--- src/sv/cre_pkg.sv ---
// Shared types and constants for the crossover response evaluator.
// No dependencies; every other file in this block imports this package.
package cre_pkg;

    localparam int CRE_CUTOFF_W = 20;
    localparam int CRE_ORDER_W  = 3;
    localparam int CRE_ALIGN_W  = 2;
    localparam int CRE_Q_W      = 10;
    localparam int CRE_DIGIT_W  = 16;
    localparam int CRE_RES_W    = 32;
    localparam int CRE_DATA_W   = 32;
    localparam int CRE_ADDR_W   = 4;

    // damping term scale: q = 1000 * Q
    localparam int CRE_DAMP_SCALE = 1000;

    localparam logic [CRE_Q_W-1:0] CRE_Q_LR     = 10'd500;
    localparam logic [CRE_Q_W-1:0] CRE_Q_BUTTER = 10'd707;
    localparam logic [CRE_Q_W-1:0] CRE_Q_BESSEL = 10'd577;

    localparam logic [CRE_ORDER_W-1:0] CRE_ORDER_1 = 3'd1;
    localparam logic [CRE_ORDER_W-1:0] CRE_ORDER_2 = 3'd2;
    localparam logic [CRE_ORDER_W-1:0] CRE_ORDER_3 = 3'd3;
    localparam logic [CRE_ORDER_W-1:0] CRE_ORDER_4 = 3'd4;

    localparam logic [CRE_ALIGN_W-1:0] CRE_ALIGN_LR     = 2'd0;
    localparam logic [CRE_ALIGN_W-1:0] CRE_ALIGN_BESSEL = 2'd2;

    localparam logic CRE_PASS_LOW = 1'b1;

    localparam logic [CRE_CUTOFF_W-1:0] CRE_CUTOFF_RST = 20'd6283;
    localparam logic [CRE_ORDER_W-1:0]  CRE_ORDER_RST  = 3'd2;
    localparam logic                    CRE_PASS_RST   = 1'b0;
    localparam logic [CRE_ALIGN_W-1:0]  CRE_ALIGN_RST  = 2'd0;

    localparam logic [CRE_RES_W-1:0] CRE_RES_MAX = 32'h7FFF_FFFF;
    localparam logic [CRE_RES_W-1:0] CRE_RES_MIN = 32'h8000_0000;

    typedef enum logic [1:0] {
        CRE_REG_CUTOFF,
        CRE_REG_ORDER,
        CRE_REG_PASS,
        CRE_REG_ALIGN
    } cre_reg_t;

endpackage

--- src/sv/cre_mul.sv ---
// Pipelined signed multiplier: one 16-bit digit of b per stage.
// Depends on cre_pkg for the digit width.
module cre_mul
    import cre_pkg::*;
#(
    parameter int AW = 16,
    parameter int BW = 16
)
(
    input  logic                    clk,
    input  logic                    en,
    input  logic signed [AW-1:0]    a,
    input  logic signed [BW-1:0]    b,
    output logic signed [AW+BW-1:0] p
);
    localparam int DW = CRE_DIGIT_W;
    localparam int ND = (BW + DW - 1) / DW;
    localparam int BP = ND * DW;
    localparam int PW = AW + BP;

    logic signed [AW-1:0] a_reg   [ND];
    logic signed [BP-1:0] b_reg   [ND];
    logic signed [PW-1:0] acc_reg [ND];

    for (genvar i = 0; i < ND; i++)
    begin : g_stg
        logic signed [AW-1:0]   a_in;
        logic signed [BP-1:0]   b_in;
        logic signed [PW-1:0]   acc_in;
        logic signed [DW:0]     dig;
        logic signed [AW+DW:0]  part;
        logic signed [PW-1:0]   acc_next;

        if (i == 0)
        begin : g_head
            assign a_in   = a;
            assign b_in   = BP'(b);
            assign acc_in = '0;
        end
        else
        begin : g_tail
            assign a_in   = a_reg[i-1];
            assign b_in   = b_reg[i-1];
            assign acc_in = acc_reg[i-1];
        end

        // top digit carries the sign, lower digits are unsigned
        if (i == ND - 1)
        begin : g_msd
            assign dig = {b_in[BP-1], b_in[i*DW +: DW]};
        end
        else
        begin : g_lsd
            assign dig = {1'b0, b_in[i*DW +: DW]};
        end

        assign part     = a_in * dig;
        assign acc_next = acc_in + (PW'(part) <<< (i * DW));

        always_ff @(posedge clk)
        begin
            if (en)
            begin
                a_reg[i]   <= a_in;
                b_reg[i]   <= b_in;
                acc_reg[i] <= acc_next;
            end
        end
    end

    assign p = acc_reg[ND-1][AW+BW-1:0];

endmodule

--- config.mk ---
export PLATFORM = sky130hd
export DESIGN_NAME = cre_mul
export DESIGN_NICKNAME = d
export VERILOG_FILES = /design/src/sv/cre_pkg.sv /design/src/sv/cre_mul.sv
export SDC_FILE = /design/constraint.sdc
export NUM_CORES = 1
export LEC_CHECK = 0
export BUFFER_PORTS_ARGS = -buffer_cell sky130_fd_sc_hd__buf_4
export CORE_MARGIN = 4
export CORE_UTILIZATION = 44
export CTS_CLUSTER_SIZE = 14
export DETAILED_ROUTE_END_ITERATION = 12
export PLACE_DENSITY = 0.67
export SLEW_MARGIN = 20
export SYNTH_ARGS = -nofsm -noshare
export SYNTH_HDL_FRONTEND = slang
export SYNTH_SLANG_ARGS = --single-unit
--- constraint.sdc ---
create_clock -name clk -period 7.3 [get_ports clk]
set_input_delay 1.095 -clock clk [delete_from_list [all_inputs] [get_ports clk]]
set_output_delay 1.095 -clock clk [all_outputs]
set_load 0.1 [all_outputs]
==> results of run 1 <==
-- kinds of logic after synthesis --
group	synth area share [%]
fa+ha+maj	57.8
compound gates	5.08
simple gates	14.2
buf+inv	11.2
xor+xnor	2.91
flops	8.86
-- per-stage QoR --
step                      util (%)  std cells  instance area, um^2
after global placement        47.7       1476                11600
after floorplan                  -       1122                10800
after CTS                     48.3       1483                11700
after detailed placement      47.7       1476                11600
final                         48.3       1483                11700
after global routing          48.3       1483                11700
-- cell type report --
type	instances	area, um^2
well taps	324	405
flip-flops and latches	32	961
clock buffers	5	125
inverters	287	1080
multi-input cells	767	8670
clock inverters	2	7.51
repair buffers	66	495
fillers	2300	12600
-- critical path: stages --
cell                      delay, ns
sky130_fd_sc_hd__buf_4         0.18
sky130_fd_sc_hd__nand2_1       0.13
sky130_fd_sc_hd__inv_1         0.09
sky130_fd_sc_hd__fa_1          0.65
sky130_fd_sc_hd__fa_1          0.84
sky130_fd_sc_hd__fa_1          0.51
sky130_fd_sc_hd__fa_1          0.50
sky130_fd_sc_hd__fa_1          0.49
sky130_fd_sc_hd__inv_1         0.06
sky130_fd_sc_hd__fa_1          0.48
sky130_fd_sc_hd__inv_1         0.04
sky130_fd_sc_hd__ha_1          0.34
sky130_fd_sc_hd__and3_1        0.24
sky130_fd_sc_hd__and3_1        0.18
sky130_fd_sc_hd__nand2_1       0.06
sky130_fd_sc_hd__and3_1        0.19
sky130_fd_sc_hd__a21oi_1       0.09
sky130_fd_sc_hd__nor3_1        0.28
sky130_fd_sc_hd__a21oi_1       0.13
sky130_fd_sc_hd__xor2_1        0.16
-- Yosys cell counts, types with 2 or more instances --
| cell type | number |
|---|---|
| sky130_fd_sc_hd__o21a_1 | 3 |
| sky130_fd_sc_hd__fa_1 | 262 |
| sky130_fd_sc_hd__o21ai_0 | 9 |
| sky130_fd_sc_hd__a211oi_1 | 4 |
| sky130_fd_sc_hd__nand2_1 | 131 |
| sky130_fd_sc_hd__o21ai_2 | 3 |
| sky130_fd_sc_hd__and2_1 | 122 |
| sky130_fd_sc_hd__ha_1 | 82 |
| sky130_fd_sc_hd__clkbuf_1 | 31 |
| sky130_fd_sc_hd__o211ai_1 | 2 |
| sky130_fd_sc_hd__and3_1 | 4 |
| sky130_fd_sc_hd__nor2_1 | 26 |
| sky130_fd_sc_hd__buf_1 | 3 |
| sky130_fd_sc_hd__nor2b_1 | 2 |
| sky130_fd_sc_hd__nor3_1 | 4 |
| sky130_fd_sc_hd__a31oi_1 | 3 |
| sky130_fd_sc_hd__a21oi_1 | 23 |
| sky130_fd_sc_hd__inv_1 | 287 |
| sky130_fd_sc_hd__xnor2_1 | 26 |
| sky130_fd_sc_hd__o21ai_1 | 5 |
| sky130_fd_sc_hd__buf_2 | 2 |
| sky130_fd_sc_hd__nand3_1 | 4 |
| sky130_fd_sc_hd__nand2b_1 | 6 |
| sky130_fd_sc_hd__xor2_1 | 10 |
| sky130_fd_sc_hd__edfxtp_1 | 32 |
| sky130_fd_sc_hd__o21bai_1 | 2 |
| sky130_fd_sc_hd__a21o_1 | 18 |
| sky130_fd_sc_hd__nand4_1 | 3 |
| sky130_fd_sc_hd__a21oi_2 | 2 |
-- layer usage --
metal / vias up / track usage, % / wire [um]
met5: - / 0 / 0
met3: 31 / 2.02 / 1040
li1: 3365 / - / -
met4: 0 / 3.67 / 499
met2: 171 / 34.1 / 12500
met1: 3910 / 23.6 / 9380
-- worst paths after layout --
path	from	to	slack (ns)	depth (start not counted)
min	b[0]	acc_reg[0][0]$_DFFE_PP_	1.25	2
max	b[1]	acc_reg[0][30]$_DFFE_PP_	0.60	20
==> run_summary.xml, run 1 <==
<?xml version="1.0" encoding="UTF-8"?>
<metrics>
  <group name="grt">
    <metric name="grt_pass1_wl" unit="mm">40.1</metric>
    <metric name="maximum_number_of_pins_on_one_net_before_global_route_repair" unit="">33</metric>
    <metric name="globalRouteOverflowTotal" unit="">0</metric>
    <metric name="grt_antenna_before_repair" unit="">0</metric>
    <metric name="first_global_vias" unit="">8258</metric>
    <metric name="grt_usage" unit="%">18.5</metric>
  </group>
  <group name="timing">
    <metric name="post-route-period-util" unit="%">91.8</metric>
    <metric name="slew_viol_final" unit="">0</metric>
    <metric name="timing.fmax" unit="GHz">0.149</metric>
    <metric name="sum_of_negative_setup_slack" unit="ns">0</metric>
    <metric name="worstMarginPinSlew" unit="ns">0.491</metric>
    <metric name="final.hold.worst_slack" unit="ns">1.25</metric>
    <metric name="period_minus_slack" unit="ns">6.70</metric>
    <metric name="grt_setup_unrepaired" unit="">no</metric>
    <metric name="setup_violations" unit="">0</metric>
    <metric name="max_slew_margin" unit="%">67.0</metric>
    <metric name="timing.final.hold_violations" unit="">0</metric>
    <metric name="fin_ws" unit="ns">0.596</metric>
  </group>
  <group name="clock_network">
    <metric name="tritoncts.num_buffers" unit="">5</metric>
    <metric name="cts-root-buf" unit="">sky130_fd_sc_hd__clkbuf_16</metric>
    <metric name="cts-resized-gates" unit="">0</metric>
    <metric name="tritoncts" unit="">done</metric>
    <metric name="post-cts-setup-buffer-count" unit="">0</metric>
    <metric name="cts-root-to-sink-buffers" unit="">2</metric>
    <metric name="cts_max_level" unit="">2</metric>
    <metric name="clock_sink_count" unit="">32</metric>
    <metric name="postCtsHoldBufs" unit="">0</metric>
    <metric name="clk_transition_reported_paths" unit="ns">0.05</metric>
  </group>
  <group name="die">
    <metric name="dieArea" unit="um^2">27200</metric>
    <metric name="die-height" unit="um">165</metric>
    <metric name="core_area" unit="um^2">24300</metric>
    <metric name="floorplan.initialDensity" unit="%">44.6</metric>
    <metric name="io_pins" unit="">66</metric>
    <metric name="placement_rows" unit="">57</metric>
    <metric name="dieWidth" unit="um">165</metric>
  </group>
  <group name="route">
    <metric name="final_antenna_violating_net_count" unit="">0</metric>
    <metric name="drt_pre_antenna_iters" unit="">5</metric>
    <metric name="routedWlPerCell" unit="um">15.8</metric>
    <metric name="wl" unit="mm">23.4</metric>
    <metric name="vias_per_cell" unit="">5.04</metric>
    <metric name="drc" unit="">0</metric>
    <metric name="initialDrtViolationCount" unit="">365</metric>
    <metric name="routed-via-count" unit="">7477</metric>
  </group>
  <group name="yosys">
    <metric name="postSynthAreaPerCell" unit="um^2">9.67</metric>
    <metric name="netlist.area_leader.share" unit="%">48.4</metric>
    <metric name="ys.warnings.count" unit="">0</metric>
    <metric name="synth_sequential_area_ratio" unit="%">8.86</metric>
    <metric name="count_of_flip_flops_with_a_built_in_enable_after_synthesis" unit="">32</metric>
    <metric name="postSynthRegisterBits" unit="">32</metric>
    <metric name="mappedNetlistArea" unit="um^2">10800</metric>
    <metric name="synth.distinct_cells" unit="">40</metric>
    <metric name="synth_nets" unit="">1500</metric>
    <metric name="synthFlopType" unit="">sky130_fd_sc_hd__edfxtp_1</metric>
    <metric name="async_set_or_reset_register_ratio_after_synthesis" unit="%">0</metric>
    <metric name="ys_top_cells_by_area" unit="">sky130_fd_sc_hd__fa_1 48%, sky130_fd_sc_hd__inv_1 9.9%, sky130_fd_sc_hd__ha_1 9.5%</metric>
    <metric name="synthDominantAreaCellType" unit="">sky130_fd_sc_hd__fa_1</metric>
    <metric name="synthCells" unit="">1122</metric>
  </group>
  <group name="critical_path">
    <metric name="worstSetupStartpointType" unit="">input pin</metric>
    <metric name="timing.critical_path.arrival" unit="ns">6.73</metric>
    <metric name="worstSetupEndpointType" unit="">flop</metric>
    <metric name="required_arrival_time_at_the_worst_endpoint" unit="ns">7.32</metric>
    <metric name="path_class" unit="">in2reg</metric>
    <metric name="crit_path_max_fanout" unit="">16</metric>
  </group>
  <group name="placement">
    <metric name="numPortBuffers" unit="">65</metric>
    <metric name="gp_routability_congestion" unit="">0.884</metric>
    <metric name="detailedPlace.worstSlack" unit="ns">0.322</metric>
    <metric name="post-dp-hpwl" unit="mm">20.3</metric>
  </group>
  <group name="layout">
    <metric name="layout-drive-gt1-share" unit="%">7.16</metric>
    <metric name="most_common_cell_after_layout_fill_and_taps_aside" unit="">sky130_fd_sc_hd__inv_1</metric>
    <metric name="largest_register_ff_count" unit="">32</metric>
    <metric name="commonest_cells_after_routing_fill_and_taps_aside" unit="">287 x sky130_fd_sc_hd__inv_1, 262 x sky130_fd_sc_hd__fa_1, 131 x sky130_fd_sc_hd__nand2_1</metric>
    <metric name="post_synthesis_to_final_layout_area_growth" unit="%">8.26</metric>
    <metric name="antennaDiodeCount" unit="">0</metric>
    <metric name="num-nets-final" unit="">1537</metric>
  </group>
  <group name="run_status">
    <metric name="outcome" unit="">finished, final reports clean</metric>
  </group>
  <group name="flow_run">
    <metric name="maxCapViolations" unit="">0</metric>
  </group>
  <group name="worst_hold_path">
    <metric name="hold_class" unit="">in2reg</metric>
  </group>
</metrics>
Power of run 1 is left out: the tool's default activity adds up to more than one toggle a clock period on the data nets, which glitch-free logic cannot reach.
==> inputs of run 2 (changes only) <==
--- a/config.mk
+++ b/config.mk
@@ -7,10 +7,10 @@
 export LEC_CHECK = 0
 export BUFFER_PORTS_ARGS = -buffer_cell sky130_fd_sc_hd__buf_4
 export CORE_MARGIN = 4
-export CORE_UTILIZATION = 44
+export CORE_UTILIZATION = 65
 export CTS_CLUSTER_SIZE = 14
 export DETAILED_ROUTE_END_ITERATION = 12
-export PLACE_DENSITY = 0.67
+export PLACE_DENSITY = 0.9
 export SLEW_MARGIN = 20
 export SYNTH_ARGS = -nofsm -noshare
 export SYNTH_HDL_FRONTEND = slang
==> run 2 against run 1 <==
  * Utilization grew 24 points
  * Critical path depth stayed put
  * Fmax decreased by 0.37%
  * Global-route usage is 9.9 points higher
  * Cell count fell by 7.1%
  * Flip-flop and latch count stayed put
  * Wire length rose by 4.7%
  * Non-clock buffer count rose by 1
  * Highest routed layer unchanged
==> run_summary.xml, run 2 (synthesis results as in run 1) <==
<?xml version="1.0" encoding="UTF-8"?>
<metrics>
  <group name="grt">
    <metric name="globalRouteOverflowTotal" unit="">0</metric>
    <metric name="grt_antenna_before_repair" unit="">0</metric>
    <metric name="maximum_number_of_pins_on_one_net_before_global_route_repair" unit="">33</metric>
    <metric name="first_global_vias" unit="">8624</metric>
    <metric name="grt_usage" unit="%">28.4</metric>
    <metric name="grt_pass1_wl" unit="mm">41.1</metric>
  </group>
  <group name="layout">
    <metric name="area_of_combinational_cells_with_multiple_inputs" unit="um^2">8670</metric>
    <metric name="largest_register_ff_count" unit="">32</metric>
    <metric name="area.sequential" unit="um^2">961</metric>
    <metric name="antennaDiodeCount" unit="">0</metric>
    <metric name="commonest_cells_after_routing_fill_and_taps_aside" unit="">287 x sky130_fd_sc_hd__inv_1, 262 x sky130_fd_sc_hd__fa_1, 131 x sky130_fd_sc_hd__nand2_1</metric>
    <metric name="layout-drive-gt1-share" unit="%">7.32</metric>
    <metric name="fillerInstances" unit="">1147</metric>
    <metric name="most_common_cell_after_layout_fill_and_taps_aside" unit="">sky130_fd_sc_hd__inv_1</metric>
    <metric name="num-nets-final" unit="">1538</metric>
    <metric name="post_synthesis_to_final_layout_area_growth" unit="%">7.36</metric>
  </group>
  <group name="clock_network">
    <metric name="cts_max_level" unit="">2</metric>
    <metric name="cts-root-to-sink-buffers" unit="">2</metric>
    <metric name="cts-root-buf" unit="">sky130_fd_sc_hd__clkbuf_16</metric>
    <metric name="tritoncts" unit="">done</metric>
    <metric name="clk_transition_reported_paths" unit="ns">0.05</metric>
    <metric name="cts-resized-gates" unit="">0</metric>
    <metric name="post-cts-setup-buffer-count" unit="">0</metric>
    <metric name="postCtsHoldBufs" unit="">0</metric>
    <metric name="tritoncts.num_buffers" unit="">5</metric>
    <metric name="clock_sink_count" unit="">32</metric>
  </group>
  <group name="critical_path">
    <metric name="required_arrival_time_at_the_worst_endpoint" unit="ns">7.33</metric>
    <metric name="worstSetupEndpointType" unit="">flop</metric>
    <metric name="path_class" unit="">in2reg</metric>
    <metric name="worstSetupStartpointType" unit="">input pin</metric>
    <metric name="timing.critical_path.arrival" unit="ns">6.76</metric>
    <metric name="crit_path_max_fanout" unit="">16</metric>
  </group>
  <group name="timing">
    <metric name="grt_setup_unrepaired" unit="">no</metric>
    <metric name="worstMarginPinSlew" unit="ns">0.495</metric>
    <metric name="max_slew_margin" unit="%">67.0</metric>
    <metric name="period_minus_slack" unit="ns">6.73</metric>
    <metric name="post-route-period-util" unit="%">92.2</metric>
    <metric name="final.hold.worst_slack" unit="ns">1.27</metric>
    <metric name="timing.final.hold_violations" unit="">0</metric>
    <metric name="timing.fmax" unit="GHz">0.149</metric>
    <metric name="sum_of_negative_setup_slack" unit="ns">0</metric>
    <metric name="setup_violations" unit="">0</metric>
    <metric name="slew_viol_final" unit="">0</metric>
  </group>
  <group name="placement">
    <metric name="numPortBuffers" unit="">65</metric>
    <metric name="gp_routability_congestion" unit="">0.918</metric>
    <metric name="post-dp-hpwl" unit="mm">20.7</metric>
  </group>
  <group name="route">
    <metric name="wl" unit="mm">24.5</metric>
    <metric name="drt_pre_antenna_iters" unit="">6</metric>
    <metric name="final_antenna_violating_net_count" unit="">0</metric>
    <metric name="routed-via-count" unit="">7786</metric>
    <metric name="routedWlPerCell" unit="um">17.8</metric>
    <metric name="vias_per_cell" unit="">5.65</metric>
    <metric name="drc" unit="">0</metric>
    <metric name="initialDrtViolationCount" unit="">438</metric>
  </group>
  <group name="run_status">
    <metric name="outcome" unit="">finished, final reports clean</metric>
  </group>
  <group name="die">
    <metric name="core_area" unit="um^2">16100</metric>
    <metric name="dieWidth" unit="um">137</metric>
    <metric name="placement_rows" unit="">46</metric>
    <metric name="dieArea" unit="um^2">18800</metric>
    <metric name="die-height" unit="um">137</metric>
    <metric name="io_pins" unit="">66</metric>
    <metric name="floorplan.initialDensity" unit="%">67.3</metric>
  </group>
  <group name="flow_run">
    <metric name="maxCapViolations" unit="">0</metric>
  </group>
  <group name="worst_hold_path">
    <metric name="hold_class" unit="">in2reg</metric>
  </group>
</metrics>
[run 2: path summary, 6_finish.rpt]
path              from                  endpoint  slack (ns)  depth (start not counted)
setup / recovery  b[1]  acc_reg[0][30]$_DFFE_PP_        0.57                         20
hold / removal      en  acc_reg[0][30]$_DFFE_PP_        1.27                          1
[run 2: critical path, stage by stage]
cell	delay (ns)
sky130_fd_sc_hd__buf_4	0.17
sky130_fd_sc_hd__nand2_1	0.13
sky130_fd_sc_hd__inv_1	0.09
sky130_fd_sc_hd__fa_1	0.67
sky130_fd_sc_hd__fa_1	0.89
sky130_fd_sc_hd__fa_1	0.52
sky130_fd_sc_hd__fa_1	0.50
sky130_fd_sc_hd__fa_1	0.50
sky130_fd_sc_hd__inv_1	0.05
sky130_fd_sc_hd__fa_1	0.47
sky130_fd_sc_hd__inv_1	0.04
sky130_fd_sc_hd__ha_1	0.34
sky130_fd_sc_hd__and3_1	0.25
sky130_fd_sc_hd__and3_1	0.18
sky130_fd_sc_hd__nand2_1	0.06
sky130_fd_sc_hd__and3_1	0.17
sky130_fd_sc_hd__a21oi_1	0.09
sky130_fd_sc_hd__nor3_1	0.25
sky130_fd_sc_hd__a21oi_1	0.11
sky130_fd_sc_hd__xor2_1	0.15
[run 2: cell type report]
cell class                 instances  area share (%)
clock inverter                     3           0.322
tap                              216            2.32
clock buffer                       5            1.07
timing repair buffer              67            4.32
sequential                        32            8.25
multi-input combinational        767            74.5
inverter                         287            9.25
[run 2: per-layer routing]
layer / GRT usage, % / vias to the layer above / part of all wire (%)
met4: 15.1 / 0 / 6.2
li1: - / 3376 / -
met1: 33.7 / 3955 / 35
met5: 0 / - / 0
met2: 50.6 / 340 / 53
met3: 3.62 / 115 / 5.6
[run 2: metrics by stage]
stage | worst slack (ns) | area, um^2 | utilization, % | instances
2_1_floorplan | 0.721 | 10800 | - | 1122
3_5_place_dp | 0.305 | 11500 | 71.3 | 1369
3_3_place_gp | 0.494 | 11500 | 71.3 | 1369
5_1_grt | 0.275 | 11600 | 72.3 | 1377
6_report | 0.571 | 11600 | 72.3 | 1377
4_1_cts | 0.587 | 11600 | 72.3 | 1377
Power of run 2 is left out for the same reason.
